$ cat src/mlp_inference_and_training_core_assert.svh
// Assertion macros for the perceptron core.
// Used by the top level only; no other dependencies.
`ifndef MLP_INFERENCE_AND_TRAINING_CORE_ASSERT_SVH
`define MLP_INFERENCE_AND_TRAINING_CORE_ASSERT_SVH

// same-cycle implication
`define MLP_AST_IMP(label, clk, rst_n, a, b) \
  label: assert property (@(posedge clk) disable iff (!rst_n) (a) |-> (b)) \
    else $error("mlp core: implication check failed");

// next-cycle implication
`define MLP_AST_NEXT(label, clk, rst_n, a, b) \
  label: assert property (@(posedge clk) disable iff (!rst_n) (a) |=> (b)) \
    else $error("mlp core: next-cycle check failed");

`endif

$ cat src/mlp_pkg.sv
// Shared types, codes and arithmetic helpers for the perceptron core.
// No dependencies.
package mlp_pkg;

  // default network shape
  localparam int NUM_INPUTS_DEF  = 16;
  localparam int NUM_HIDDEN_DEF  = 8;
  localparam int NUM_OUTPUTS_DEF = 4;

  localparam logic [15:0] STEP_SIZE_RST = 16'd655;

  // func codes
  localparam logic [1:0] FUNC_WRITE   = 2'd0;
  localparam logic [1:0] FUNC_FEATURE = 2'd1;
  localparam logic [1:0] FUNC_TARGET  = 2'd2;

  typedef enum logic [5:0] {
    S_IDLE,
    S_HB_RD, S_HB_LD, S_H_RD, S_H_MUL, S_H_ACC, S_H_END,
    S_OB_RD, S_OB_LD, S_O_RD, S_O_MUL, S_O_ACC, S_O_END,
    S_EMIT,
    S_E_SLOPE, S_E_DIFF, S_E_END,
    S_D_CLR, S_D_RD, S_D_MUL, S_D_ACC, S_D_END,
    S_WO_RD, S_WO_LR, S_WO_WR,
    S_WI_RD, S_WI_LR, S_WI_WR,
    S_BO_RD, S_BO_WR,
    S_BH_RD, S_BH_WR
  } state_t;

  typedef enum logic [1:0] {WR_INPUT, WR_UPD_W, WR_UPD_B} wr_sel_t;

  typedef enum logic [3:0] {
    MUL_X_W, MUL_ACT_W, MUL_SLOPE, MUL_DIFF, MUL_E_W,
    MUL_E_ACT, MUL_D_X, MUL_LR, MUL_E_LR, MUL_D_LR
  } mul_sel_t;

  typedef enum logic [1:0] {ACC_NONE, ACC_BIAS, ACC_ZERO, ACC_ADD} acc_op_t;

  typedef enum logic [2:0] {
    ST_NONE, ST_FEAT, ST_TGT, ST_ACT, ST_PROB, ST_OERR, ST_HERR
  } st_op_t;

  // controller to datapath command
  typedef struct packed {
    logic     mem_re;
    logic     mem_we;
    wr_sel_t  wr_sel;
    logic     mul_en;
    mul_sel_t mul_sel;
    acc_op_t  acc_op;
    st_op_t   st_op;
    logic     out_load;
  } dp_cmd_t;

  // divide by 2^s, rounding half up
  function automatic logic signed [63:0] rnd_shift(input logic signed [63:0] v,
                                                   input int unsigned s);
    logic signed [63:0] t;
    t = v + (64'sd1 <<< (s - 1));
    return t >>> s;
  endfunction

  function automatic logic signed [15:0] sat16(input logic signed [63:0] v);
    logic signed [15:0] r;
    if (v > 64'sd32767) r = 16'sh7fff;
    else if (v < -64'sd32768) r = 16'sh8000;
    else r = v[15:0];
    return r;
  endfunction

  // piecewise-linear sigmoid, Q4.12 in, Q1.12 out
  function automatic logic [12:0] sigmoid_q12(input logic signed [15:0] z);
    logic [16:0] a;
    logic [16:0] y;
    a = z[15] ? 17'(-(17'(z))) : 17'(z);
    if (a >= 17'd20480) y = 17'd4096;
    else if (a >= 17'd9728) y = (a >> 5) + 17'd3456;
    else if (a >= 17'd4096) y = (a >> 3) + 17'd2560;
    else y = (a >> 2) + 17'd2048;
    if (z[15]) y = 17'd4096 - y;
    return y[12:0];
  endfunction

endpackage

$ cat src/mlp_ctrl.sv
// Sequencer for the perceptron core: input handshake, forward and
// training passes, result emission. Depends on mlp_pkg.
module mlp_ctrl #(
  parameter int NI = 16,
  parameter int NH = 8,
  parameter int NO = 4,
  parameter int FW = 4,
  parameter int HW = 3,
  parameter int OW = 2,
  parameter int AW = 8
) (
  input  logic               clk,
  input  logic               rst_n,
  input  logic               in_tvalid,
  output logic               in_tready,
  input  logic [1:0]         in_func,
  input  logic [7:0]         in_index,
  input  logic               in_last,
  output logic               out_tvalid,
  input  logic               out_tready,
  output mlp_pkg::dp_cmd_t   cmd,
  output logic [AW-1:0]      mem_addr,
  output logic [FW-1:0]      f_idx,
  output logic [HW-1:0]      h_idx,
  output logic [OW-1:0]      o_idx
);
  import mlp_pkg::*;

  localparam int WHO_BASE = NI * NH;
  localparam int BH_BASE  = WHO_BASE + NH * NO;
  localparam int BO_BASE  = BH_BASE + NH;
  localparam int MAP_END  = BO_BASE + NO;
  localparam logic [FW-1:0] F_LAST = FW'(NI - 1);
  localparam logic [HW-1:0] H_LAST = HW'(NH - 1);
  localparam logic [OW-1:0] O_LAST = OW'(NO - 1);

  state_t        state_r, state_nxt;
  logic [FW-1:0] f_r, f_nxt;
  logic [HW-1:0] h_r, h_nxt;
  logic [OW-1:0] o_r, o_nxt;
  logic          train_r, train_nxt;
  logic          out_valid_r, out_valid_nxt;
  logic [AW-1:0] a_wih, a_who, a_bh, a_bo;

  assign a_wih = AW'(NH * int'(f_r) + int'(h_r));
  assign a_who = AW'(WHO_BASE + NO * int'(h_r) + int'(o_r));
  assign a_bh  = AW'(BH_BASE + int'(h_r));
  assign a_bo  = AW'(BO_BASE + int'(o_r));

  assign f_idx      = f_r;
  assign h_idx      = h_r;
  assign o_idx      = o_r;
  assign out_tvalid = out_valid_r;

  // state and counters
  always_ff @(posedge clk) begin
    if (!rst_n) begin
      state_r     <= S_IDLE;
      f_r         <= '0;
      h_r         <= '0;
      o_r         <= '0;
      train_r     <= 1'b0;
      out_valid_r <= 1'b0;
    end else begin
      state_r     <= state_nxt;
      f_r         <= f_nxt;
      h_r         <= h_nxt;
      o_r         <= o_nxt;
      train_r     <= train_nxt;
      out_valid_r <= out_valid_nxt;
    end
  end

  // next state and commands
  always_comb begin
    state_nxt = state_r;
    f_nxt     = f_r;
    h_nxt     = h_r;
    o_nxt     = o_r;
    train_nxt = train_r;
    in_tready = 1'b0;
    mem_addr  = '0;
    cmd       = '{mem_re: 1'b0, mem_we: 1'b0, wr_sel: WR_INPUT, mul_en: 1'b0,
                  mul_sel: MUL_X_W, acc_op: ACC_NONE, st_op: ST_NONE,
                  out_load: 1'b0};
    out_valid_nxt = out_tready ? 1'b0 : out_valid_r;

    case (state_r)
      S_IDLE: begin
        in_tready = 1'b1;
        if (in_tvalid) begin
          case (in_func)
            FUNC_WRITE: begin
              if (int'(in_index) < MAP_END) begin
                cmd.mem_we = 1'b1;
                mem_addr   = AW'(in_index);
              end
            end
            FUNC_FEATURE: begin
              if (int'(in_index) < NI) cmd.st_op = ST_FEAT;
              if (in_last) begin
                train_nxt = 1'b0;
                f_nxt     = '0;
                h_nxt     = '0;
                state_nxt = S_HB_RD;
              end
            end
            FUNC_TARGET: begin
              if (int'(in_index) < NO) cmd.st_op = ST_TGT;
              if (in_last) begin
                train_nxt = 1'b1;
                f_nxt     = '0;
                h_nxt     = '0;
                state_nxt = S_HB_RD;
              end
            end
            default: ;
          endcase
        end
      end
      // hidden layer
      S_HB_RD: begin
        cmd.mem_re = 1'b1;
        mem_addr   = a_bh;
        state_nxt  = S_HB_LD;
      end
      S_HB_LD: begin
        cmd.acc_op = ACC_BIAS;
        state_nxt  = S_H_RD;
      end
      S_H_RD: begin
        cmd.mem_re = 1'b1;
        mem_addr   = a_wih;
        state_nxt  = S_H_MUL;
      end
      S_H_MUL: begin
        cmd.mul_en  = 1'b1;
        cmd.mul_sel = MUL_X_W;
        state_nxt   = S_H_ACC;
      end
      S_H_ACC: begin
        cmd.acc_op = ACC_ADD;
        if (f_r == F_LAST) begin
          f_nxt     = '0;
          state_nxt = S_H_END;
        end else begin
          f_nxt     = f_r + 1'b1;
          state_nxt = S_H_RD;
        end
      end
      S_H_END: begin
        cmd.st_op = ST_ACT;
        if (h_r == H_LAST) begin
          h_nxt     = '0;
          o_nxt     = '0;
          state_nxt = S_OB_RD;
        end else begin
          h_nxt     = h_r + 1'b1;
          state_nxt = S_HB_RD;
        end
      end
      // output layer
      S_OB_RD: begin
        cmd.mem_re = 1'b1;
        mem_addr   = a_bo;
        state_nxt  = S_OB_LD;
      end
      S_OB_LD: begin
        cmd.acc_op = ACC_BIAS;
        state_nxt  = S_O_RD;
      end
      S_O_RD: begin
        cmd.mem_re = 1'b1;
        mem_addr   = a_who;
        state_nxt  = S_O_MUL;
      end
      S_O_MUL: begin
        cmd.mul_en  = 1'b1;
        cmd.mul_sel = MUL_ACT_W;
        state_nxt   = S_O_ACC;
      end
      S_O_ACC: begin
        cmd.acc_op = ACC_ADD;
        if (h_r == H_LAST) begin
          h_nxt     = '0;
          state_nxt = S_O_END;
        end else begin
          h_nxt     = h_r + 1'b1;
          state_nxt = S_O_RD;
        end
      end
      S_O_END: begin
        cmd.st_op = ST_PROB;
        if (o_r == O_LAST) begin
          o_nxt     = '0;
          state_nxt = train_r ? S_E_SLOPE : S_EMIT;
        end else begin
          o_nxt     = o_r + 1'b1;
          state_nxt = S_OB_RD;
        end
      end
      // results out, one per transfer slot
      S_EMIT: begin
        if (!out_valid_r || out_tready) begin
          cmd.out_load  = 1'b1;
          out_valid_nxt = 1'b1;
          if (o_r == O_LAST) begin
            o_nxt     = '0;
            state_nxt = S_IDLE;
          end else begin
            o_nxt = o_r + 1'b1;
          end
        end
      end
      // output error terms
      S_E_SLOPE: begin
        cmd.mul_en  = 1'b1;
        cmd.mul_sel = MUL_SLOPE;
        state_nxt   = S_E_DIFF;
      end
      S_E_DIFF: begin
        cmd.mul_en  = 1'b1;
        cmd.mul_sel = MUL_DIFF;
        state_nxt   = S_E_END;
      end
      S_E_END: begin
        cmd.st_op = ST_OERR;
        if (o_r == O_LAST) begin
          o_nxt     = '0;
          h_nxt     = '0;
          state_nxt = S_D_CLR;
        end else begin
          o_nxt     = o_r + 1'b1;
          state_nxt = S_E_SLOPE;
        end
      end
      // hidden error terms, old output weights
      S_D_CLR: begin
        cmd.acc_op = ACC_ZERO;
        state_nxt  = S_D_RD;
      end
      S_D_RD: begin
        cmd.mem_re = 1'b1;
        mem_addr   = a_who;
        state_nxt  = S_D_MUL;
      end
      S_D_MUL: begin
        cmd.mul_en  = 1'b1;
        cmd.mul_sel = MUL_E_W;
        state_nxt   = S_D_ACC;
      end
      S_D_ACC: begin
        cmd.acc_op = ACC_ADD;
        if (o_r == O_LAST) begin
          o_nxt     = '0;
          state_nxt = S_D_END;
        end else begin
          o_nxt     = o_r + 1'b1;
          state_nxt = S_D_RD;
        end
      end
      S_D_END: begin
        cmd.st_op = ST_HERR;
        if (h_r == H_LAST) begin
          h_nxt     = '0;
          o_nxt     = '0;
          state_nxt = S_WO_RD;
        end else begin
          h_nxt     = h_r + 1'b1;
          state_nxt = S_D_CLR;
        end
      end
      // output weight update
      S_WO_RD: begin
        cmd.mem_re  = 1'b1;
        mem_addr    = a_who;
        cmd.mul_en  = 1'b1;
        cmd.mul_sel = MUL_E_ACT;
        state_nxt   = S_WO_LR;
      end
      S_WO_LR: begin
        cmd.mul_en  = 1'b1;
        cmd.mul_sel = MUL_LR;
        state_nxt   = S_WO_WR;
      end
      S_WO_WR: begin
        cmd.mem_we = 1'b1;
        cmd.wr_sel = WR_UPD_W;
        mem_addr   = a_who;
        state_nxt  = S_WO_RD;
        if (o_r == O_LAST) begin
          o_nxt = '0;
          if (h_r == H_LAST) begin
            h_nxt     = '0;
            f_nxt     = '0;
            state_nxt = S_WI_RD;
          end else begin
            h_nxt = h_r + 1'b1;
          end
        end else begin
          o_nxt = o_r + 1'b1;
        end
      end
      // input weight update
      S_WI_RD: begin
        cmd.mem_re  = 1'b1;
        mem_addr    = a_wih;
        cmd.mul_en  = 1'b1;
        cmd.mul_sel = MUL_D_X;
        state_nxt   = S_WI_LR;
      end
      S_WI_LR: begin
        cmd.mul_en  = 1'b1;
        cmd.mul_sel = MUL_LR;
        state_nxt   = S_WI_WR;
      end
      S_WI_WR: begin
        cmd.mem_we = 1'b1;
        cmd.wr_sel = WR_UPD_W;
        mem_addr   = a_wih;
        state_nxt  = S_WI_RD;
        if (h_r == H_LAST) begin
          h_nxt = '0;
          if (f_r == F_LAST) begin
            f_nxt     = '0;
            o_nxt     = '0;
            state_nxt = S_BO_RD;
          end else begin
            f_nxt = f_r + 1'b1;
          end
        end else begin
          h_nxt = h_r + 1'b1;
        end
      end
      // bias updates
      S_BO_RD: begin
        cmd.mem_re  = 1'b1;
        mem_addr    = a_bo;
        cmd.mul_en  = 1'b1;
        cmd.mul_sel = MUL_E_LR;
        state_nxt   = S_BO_WR;
      end
      S_BO_WR: begin
        cmd.mem_we = 1'b1;
        cmd.wr_sel = WR_UPD_B;
        mem_addr   = a_bo;
        if (o_r == O_LAST) begin
          o_nxt     = '0;
          h_nxt     = '0;
          state_nxt = S_BH_RD;
        end else begin
          o_nxt     = o_r + 1'b1;
          state_nxt = S_BO_RD;
        end
      end
      S_BH_RD: begin
        cmd.mem_re  = 1'b1;
        mem_addr    = a_bh;
        cmd.mul_en  = 1'b1;
        cmd.mul_sel = MUL_D_LR;
        state_nxt   = S_BH_WR;
      end
      S_BH_WR: begin
        cmd.mem_we = 1'b1;
        cmd.wr_sel = WR_UPD_B;
        mem_addr   = a_bh;
        if (h_r == H_LAST) begin
          h_nxt     = '0;
          state_nxt = S_IDLE;
        end else begin
          h_nxt     = h_r + 1'b1;
          state_nxt = S_BH_RD;
        end
      end
      default: state_nxt = S_IDLE;
    endcase
  end

endmodule

$ cat config.mk
export PLATFORM = sky130hd
export DESIGN_NAME = mlp_ctrl
export DESIGN_NICKNAME = d
export VERILOG_FILES = /design/src/mlp_inference_and_training_core_assert.svh /design/src/mlp_pkg.sv /design/src/mlp_ctrl.sv
export SDC_FILE = /design/constraint.sdc
export NUM_CORES = 1
export LEC_CHECK = 0
export CAP_MARGIN = 20
export CORE_MARGIN = 10
export CORE_UTILIZATION = 50
export CTS_BUF_LIST = sky130_fd_sc_hd__clkbuf_4
export CTS_CLUSTER_SIZE = 12
export DETAILED_ROUTE_END_ITERATION = 16
export DONT_BUFFER_PORTS = 1
export PLACE_DENSITY = 0.7
export SYNTH_ARGS = -nofsm -noshare
export SYNTH_HDL_FRONTEND = slang
export SYNTH_SLANG_ARGS = --single-unit
$ cat constraint.sdc
create_clock -name clk -period 4.53 [get_ports clk]
set_input_delay 0 -clock clk [delete_from_list [all_inputs] [get_ports clk]]
set_output_delay 0 -clock clk [all_outputs]
set_load 0.1 [all_outputs]
==> out/results.txt, run 1 <==
post-route ant nets: 0
CP Capture Type: output pin
drt wl/cell: 20.2 µm
vias in the first global route: 2196
WP buf/inv: 1
die height: 84.9 µm
Reg2Reg Setup Slack: 1740 ps
syn nets: 333
post-synthesis simple-gate area fraction: 34.3%
Yosys top cell area share: 15.2%
Setup TNS: 0 ps
Peak VDD IR: 0.234 mV
Leakage: 0.000888 µW
Final Hold Viols: 0
mapped cell area: 2100 µm²
Top delay family on crit path: compound AO/OA/AOI/OAI gates
core box area: 4030 µm²
share of layout cells above drive strength 1: 14.6%
register area share after synthesis: 15.2%
Clock Skews: 9.07 ps
CP max-delay cell: a221o_1
Slew Limit Fails: 0
synthesis-to-layout area growth: 13.0%
R2R cell count: 5
final std cells w/o fill: 358
H-tree Lvls: 1
initial core utilization: 52.2%
Total GRT Usage: 18.8%
Worst R2R End: o_idx[1]
largest family of logic cells by synthesized area: simple AND/OR/NAND/NOR gates
finished layout cell area: 2380 µm²
kind of critical path: reg2out
via count: 2414
Die X: 84.9 µm
CTS tree: built
Worst Path Arrival: 3260 ps
I/O pin count: 49
Finish-stage setup viols: 0
drt first pass iters: 7
# Post-CTS Setup Buffers: 0
Max Cap Violations: 0
PostCTS Resize Cnt: 0
Final Cycle Share: 72.0%
Adder-Cell Fraction of Synth Area: 4.76%
Tmin final: 3260 ps
via/cell ratio: 6.74
routability cong.: 0.955
post-synthesis async set-or-reset flop share: 0%
port bufs: 0
Slew HR: 20.9%
Cell Pwr Density: 561 nW/µm²
Reg2Reg Launch Point: state_r[3]
root buf cell: clkbuf_4
Synth Area in Compound Gates: 33.8%
DR DRC count: 0
CP max stage delay: 870 ps
Critical Path Source Type: flop
first-pass GRT wire length: 11400 µm
mux contribution to synthesized area: 2.86%
worst skew pair latency: 310 ps
Worst Hold Class: in2reg
yosys warns: 0
xor/xnor cell area share of the yosys netlist: 1.25%
register bit total from synthesis: 16
final WL: 7230 µm
largest net degree at the start of global routing: 44
grt ovf: 0
cell count after synthesis: 310
Post-synth EDFFs: 0
nets: 332
hold path cells: 3
total CTS buffers: 3
fmax: 307 MHz
Main synth FF type: dfxtp_1
DP Area: 2270 µm²
Mapped Avg Cell Area: 6.78 µm²
Data required, critical path: 4530 ps
unrepaired setup endpoints after global routing: no
initial antenna violation count: 0
count of cell types in the netlist: 58
# rows: 23
die footprint: 7200 µm²
DRT iter0 DRCs: 403
min-delay src: in_tvalid
worst path cell trace: or4_4 -> nor2_2 -> buf_4 -> o2111a_1 -> a221o_1
Slew @ Worst Pin: 1190 ps
synth top area cells: dfxtp_1 (15%), a21oi_1 (5.9%), nand2_1 (5.9%)
placed instance count: 348
clock slew at reported path FFs: 110 ps
post-synth top area cell: dfxtp_1
Worst Hold Endpoint: train_r
# clock sinks: 16
clk buf depth: 2
crit-path max FO: 32
Post-DP HPWL: 5230 µm
outcome: finished clean
diode count: 0
## routing by layer
metal  wire length, µm  global-route usage [%]
met5                 0                       0
met4               250                    9.43
met3               776                    5.26
met2              3240                    27.4
met1              2960                    24.7
## what timing repair did
item,in CTS,in global routing
setup endpoints to repair,0,0
endpoints found under the hold margin,16,0
hold buffers,4,0
## report_power, final
part	leakage, µW	total, µW	switching (µW)	internal (µW)
clock	0.0000154	88.9	56.7	32.3
sequential	0.000130	197	39.6	158
combinational	0.000743	1050	751	296
## worst max path at each step
stage | from | to | slack, ps | cells after the start
3_3_place_gp | state_r[3] | mem_addr[6] | 1680 | 5
5_1_grt | state_r[3] | mem_addr[6] | 1140 | 5
3_5_place_dp | state_r[3] | mem_addr[6] | 1650 | 5
2_1_floorplan | state_r[4] | cmd[1] | 410 | 6
6_report | state_r[3] | mem_addr[2] | 1270 | 5
4_1_cts | state_r[3] | mem_addr[6] | 1290 | 5
## logic make-up (layout without fill, tap and decap cells)
group,after synthesis,in the layout
flip-flops,16,16
XOR/XNOR,3,3
AO/OA/AOI/OAI,103,103
adder cells (fa/ha/maj),8,8
buffers and inverters,38,36
multiplexers,6,6
AND/OR/NAND/NOR,136,136
## tightest hold or removal path, stage by stage
cell     delay [ps]
and2_1          120
a32oi_1         100
nor2_1           80
## layout by cell type (no fill, tap or decap), types with 5 or more instances in the layout
cell type	instances
inv_1	10
o22ai_1	8
nand2b_1	15
dfxtp_1	16
buf_4	13
or2_2	7
a221o_1	5
nor2b_1	10
ha_1	8
o21ai_0	19
and2_1	9
mux2i_1	6
nor2_1	21
nand2_1	33
nor2_2	5
nand3_1	10
a21oi_1	25
## area by class of cell
| type | count | area, µm² |
|---|---|---|
| clock buffers | 3 | 22.5 |
| clock inverters | 1 | 3.75 |
| fillers | 391 | 1650 |
| multi-input cells | 256 | 1690 |
| inverters | 10 | 37.5 |
| well taps | 50 | 62.6 |
| flip-flops and latches | 16 | 320 |
| repair buffers | 22 | 244 |
## sequential cells by signal, summed over array words and instances, names as in the netlist
name        flops
train_r         1
h_idx           3
f_idx           4
state_r         5
out_tvalid      1
o_idx           2
## through the flow
step	util, %	total power (µW)	hold slack (ps)	worst slack (ps)
final	59.0	1330	22.1	1270
after global routing	59.0	1400	40.0	1140
after CTS	58.0	1310	23.5	1290
after detailed placement	56.4	1220	137	1650
after global placement	56.0	1220	136	1680
after floorplan	-	1020	172	411
## cells in the mapped netlist (all sizes together), types with 2 or more instances
library cell  instances
nand2                33
nor2                 26
a21oi                25
o21ai                21
buf                  16
dfxtp                16
nand2b               16
clkbuf               12
inv                  10
nand3                10
nor2b                10
o22ai                10
and2                  9
ha                    8
or2                   7
mux2i                 6
a221o                 5
nor4                  4
o32ai                 4
or3                   4
a21boi                3
a31oi                 3
nor3b                 3
o211ai                3
o21a                  3
xor2                  3
a211oi                2
a21o                  2
a221oi                2
a311o                 2
a32o                  2
a32oi                 2
and3                  2
nand3b                2
nor3                  2
o2111a                2
o221ai                2
o31a                  2
or4                   2
(Power assumes the default switching activity.)
==> run 2, diff against run 1 <==
clock period = 3.3 ns   (was 4.53 ns; I/O delays follow)
==> out/results.txt, run 2 (same netlist as run 1, synthesis figures left out) <==
total CTS buffers: 3 (unchanged)
Worst setup startpoint: state_r[1]
crit-path max FO: 25 (-22%)
post-route ant nets: 0 (unchanged)
largest net degree at the start of global routing: 30 (-32%)
Die X: 84.9 µm (unchanged)
nets: 354 (+6.6%)
initial antenna violation count: 0 (unchanged)
worst path cell trace: nand2b_1 -> and2_1 -> o22ai_1 -> a221o_1 -> buf_12
Total GRT Usage: 20.2% (+1.4 points)
Tmin final: 2770 ps
Final Hold Viols: 0 (unchanged)
Largest Register: state_r
Slew Limit Fails: 0 (unchanged)
Slew @ Worst Pin: 987 ps (-199 ps)
Peak VDD IR: 0.504 mV (+110%)
DRT iter0 DRCs: 492 (+22%)
finished layout cell area: 2640 µm² (+11%)
diode count: 0 (unchanged)
Leakage: 0.00102 µW (+15%)
root buf cell: clkbuf_4
Post-DP HPWL: 5800 µm (+11%)
CTS tree: built
grt ovf: 0 (unchanged)
Worst Path Arrival: 2770 ps (-490 ps)
first-pass GRT wire length: 12400 µm (+8.7%)
worst skew pair latency: 300 ps (about the same)
die footprint: 7200 µm² (unchanged)
worst setup path end: mem_addr[3]
Slew HR: 34.1% (+13 points)
Final Cycle Share: 84.1%
drt wl/cell: 20.4 µm (+0.81%)
most frequent cells in the layout: nand2_1 (33), buf_4 (28), a21oi_1 (25)
worst setup margin: 526 ps (-742 ps)
final WL: 7740 µm (+7.0%)
R2R cell count: 6 (+1)
min-delay src: in_tvalid
fmax: 360 MHz
unrepaired setup endpoints after global routing: no
via/cell ratio: 6.81 (+0.92%)
Largest register FFs: 5 (unchanged)
CP max-delay cell: dfxtp_1
via count: 2586 (+7.1%)
I/O pin count: 49 (unchanged)
Worst Hold Class: in2reg
share of layout cells above drive strength 1: 20.3% (+5.7 points)
initial core utilization: 52.2% (unchanged)
Reg2Reg Setup Slack: 800 ps (-940 ps)
DR DRC count: 0 (unchanged)
DP Area: 2570 µm² (+13%)
synthesis-to-layout area growth: 25.4%
vias in the first global route: 2325 (+5.9%)
PostCTS Resize Cnt: 0 (unchanged)
core box area: 4030 µm² (unchanged)
CP max stage delay: 910 ps (+40 ps)
clk buf depth: 2 (unchanged)
Worst R2R End: o_idx[1]
DP Worst Slack: 898 ps (-756 ps)
drt first pass iters: 6 (-1)
outcome: finished clean
Max Cap Violations: 0 (unchanged)
port bufs: 0 (unchanged)
most common cell after layout, fill and taps aside: nand2_1
# clock sinks: 16 (unchanged)
H-tree Lvls: 1 (unchanged)
Cell Pwr Density: 745 nW/µm² (+33%)
Reg2Reg Launch Point: state_r[1]
Finish-stage setup viols: 0 (unchanged)
# rows: 23 (unchanged)
CP Capture Type: output pin
die height: 84.9 µm (unchanged)
Data required, critical path: 3300 ps (-1230 ps)
clock slew at reported path FFs: 110 ps (about the same)
Clock Skews: 7.80 ps (-1.27 ps)
kind of critical path: reg2out
Critical Path Source Type: flop
routability cong.: 0.983 (+2.9%)
-- run 2: cell count changes in the layout (fill, tap and decap cells not counted) --
cell    change
buf_12     +11
buf_16      -2
buf_4      +15
buf_6       -1
buf_8       -1
nor4_2      -1
nor4_4      +1
-- run 2: worst max-delay path: cells and delay by family (launching register included) --
| kind | cells | cell delay, ps |
|---|---|---|
| DFF | 1 | 910 |
| and+or+nand+nor | 2 | 770 |
| buffers and inverters | 1 | 190 |
| AOI/OAI and AO/OA | 2 | 590 |
-- run 2: worst min-delay path by stage --
stage	slack, ps	cells after the start	endpoint
global placement	130	1	state_r[4]
floorplan	170	2	train_r
CTS	10	3	train_r
detailed placement	130	1	state_r[4]
finish	10	3	train_r
global route	50	3	train_r
-- run 2: metal layers --
layer  GRT usage (%)  vias up  routed length [µm]
met5               0        -                   0
met4            7.34        0                 172
met3            3.63       23                 872
met2            31.0      187                3530
met1            27.3     1197                3170
li1                -     1179                   -
-- run 2: per-stage QoR --
step           std cells  util, %  power, µW  hold WS (ps)  TNS (ps)
4_1_cts              380     65.5       1940          10.8         0
3_5_place_dp         372     63.8       1820           131         0
3_3_place_gp         372     63.8       1800           131         0
6_report             380     65.5       1960          10.3         0
5_1_grt              380     65.5       2060          49.1         0
2_1_floorplan        310        -       1410           172      -237
-- run 2: cell type report --
class	count	area, µm²
timing repair buffer	44	495
clock buffer	3	22.5
sequential	16	320
multi-input combinational	256	1700
clock inverter	1	3.75
fill	363	1390
tap	50	62.6
inverter	10	37.5
-- run 2: repair_timing --
item,in CTS,in global routing
setup buffers,0,0
hold buffers,4,0
hold endpoints to repair,15,0
-- run 2: power by group --
group / switching [µW] / internal, µW
clock: 70.7 / 44.2
sequential: 106 / 216
combinational: 1030 / 501
==> run 3, diff against run 2 <==
clock period = 2.87 ns   (was 3.3 ns; I/O delays follow)
==> out/results.txt, run 3 (same netlist as run 1, synthesis figures left out) <==
outcome: finished clean
sw frac: 61.0% (-0.20 points)
Max Cap Violations: 0 (unchanged)
diode count: 0 (unchanged)
PostCTS Resize Cnt: 0 (unchanged)
DRT iter0 DRCs: 367 (-25%)
largest net degree at the start of global routing: 26 (-13%)
Slew @ Worst Pin: 846 ps (-141 ps)
Largest register FFs: 5 (unchanged)
drt wl/cell: 21.0 µm (+3.1%)
Clock Skews: 3.96 ps (-3.84 ps)
kind of critical path: reg2out
Crit path top cell by count: o21ai_0
# fillers: 364 (+0.28%)
Critical Path Source Type: flop
unrepaired setup endpoints after global routing: no
drt first pass iters: 5 (-1)
clk buf depth: 2 (unchanged)
Top delay family on crit path: flip-flops
CP Capture Type: output pin
clock slew at reported path FFs: 110 ps (about the same)
Slew Limit Fails: 0 (unchanged)
Leakage: 0.00107 µW (+4.3%)
Final Core Density: 67.1% (+1.6 points)
Largest Register: state_r
share of layout cells above drive strength 1: 22.2% (+1.9 points)
Finish-stage setup viols: 0 (unchanged)
most frequent cells in the layout: buf_4 (36), nand2_1 (33), a21oi_1 (25)
Tmin final: 2650 ps
CP max-delay cell: dfxtp_1
placed instance count: 380 (+2.2%)
DP Area: 2640 µm² (+2.5%)
most common cell after layout, fill and taps aside: buf_4
# rows: 23 (unchanged)
Final Cycle Share: 92.2%
Setup TNS: 0 ps (unchanged)
CP max stage delay: 890 ps (-20 ps)
Worst Hold Class: in2reg
Flop pwr share: 14.7% (-1.7 points)
Worst Path Arrival: 2650 ps (-120 ps)
hold path cells: 3 (unchanged)
worst skew pair latency: 300 ps (about the same)
grt ovf: 0 (unchanged)
I/O pin count: 49 (unchanged)
final std cells w/o fill: 388 (+2.1%)
Data required, critical path: 2870 ps (-430 ps)
vias in the first global route: 2401 (+3.3%)
R2R cell count: 6 (unchanged)
critical path depth: 6 (+1)
Cell Pwr Density: 847 nW/µm² (+14%)
post-route ant nets: 0 (unchanged)
core box area: 4030 µm² (unchanged)
# clock sinks: 16 (unchanged)
NetSw: 1400 µW (+16%)
Peak VDD IR: 0.686 mV (+36%)
port bufs: 0 (unchanged)
first-pass GRT wire length: 12700 µm (+3.0%)
worst path cell trace: nand2b_1 -> a21oi_1 -> o21ai_0 -> o21ai_0 -> a221o_1 -> buf_12
routability cong.: 0.998 (+1.5%)
Total GRT Usage: 21.1% (+0.95 points)
via count: 2604 (+0.70%)
total CTS buffers: 3 (unchanged)
WP buf/inv: 1 (unchanged)
clock power share: 6.0% (+0.2 points)
final WL: 8150 µm (+5.3%)
Final Hold Viols: 0 (unchanged)
synthesis-to-layout area growth: 28.5%
via/cell ratio: 6.71 (-1.4%)
Die X: 84.9 µm (unchanged)
DR DRC count: 0 (unchanged)
finished layout cell area: 2700 µm² (+2.5%)
overall power after layout: 2290 µW (+17%)
root buf cell: clkbuf_4
fmax: 378 MHz
die footprint: 7200 µm² (unchanged)
combinational share of power: 79.2% (+1.5 points)
initial core utilization: 52.2% (unchanged)
nets: 362 (+2.3%)
P_int: 892 µW (+17%)
crit-path max FO: 25 (unchanged)
H-tree Lvls: 1 (unchanged)
Post-DP HPWL: 6200 µm (+7.0%)
CTS tree: built
die height: 84.9 µm (unchanged)
Slew HR: 43.5% (+9.4 points)
initial antenna violation count: 0 (unchanged)
## run 3: changes by cell type in the layout (fill, tap and decap cells not counted)
cell,previous run,this run
nor2_4,0,1
nor2_2,5,4
buf_4,28,36
## run 3: layout make-up
cell class / count / area, µm² / share of cell area [%]
inverters: 10 / 37.5 / 1.39
clock buffers: 3 / 22.5 / 0.833
multi-input cells: 256 / 1700 / 62.9
repair buffers: 52 / 556 / 20.6
clock inverters: 1 / 3.75 / 0.139
well taps: 50 / 62.6 / 2.31
flip-flops and latches: 16 / 320 / 11.9
## run 3: worst paths after layout
check,start,endpoint,slack (ps)
worst max-delay path,state_r[3],mem_addr[1],220
worst min-delay path,in_tvalid,train_r,30
worst max register to register,state_r[3],h_idx[0],510
worst min register to register,train_r,train_r,590
## run 3: power by group through the flow
stage	Clock (µW)	Combinational [µW]	Sequential, µW
floorplan	0	1330	305
global placement	0	1760	335
detailed placement	0	1770	337
CTS	137	1780	332
global route	149	1890	341
finish	138	1810	337
## run 3: routing by layer
layer,GRT usage (%),routed length (µm),up-vias
met4,6.74,210,0
met5,0,0,-
met1,27.0,3290,1223
li1,-,-,1191
met3,3.35,748,27
met2,35.3,3910,163
## run 3: timing repair
item | 4_1_cts | 5_1_grt
hold buffers | 4 | 0
endpoints found under the hold margin | 14 | 0
setup buffers | 0 | 0
## run 3: worst min-delay path: stages
cell     delay (ps)
and2_1          120
a32oi_1         100
nor2_1           80
## run 3: through the flow
stage	worst slack, ps	hold slack [ps]
floorplan	-321	172
global placement	674	124
detailed placement	609	127
CTS	287	31.9
global route	98.8	41.3
finish	224	25.1
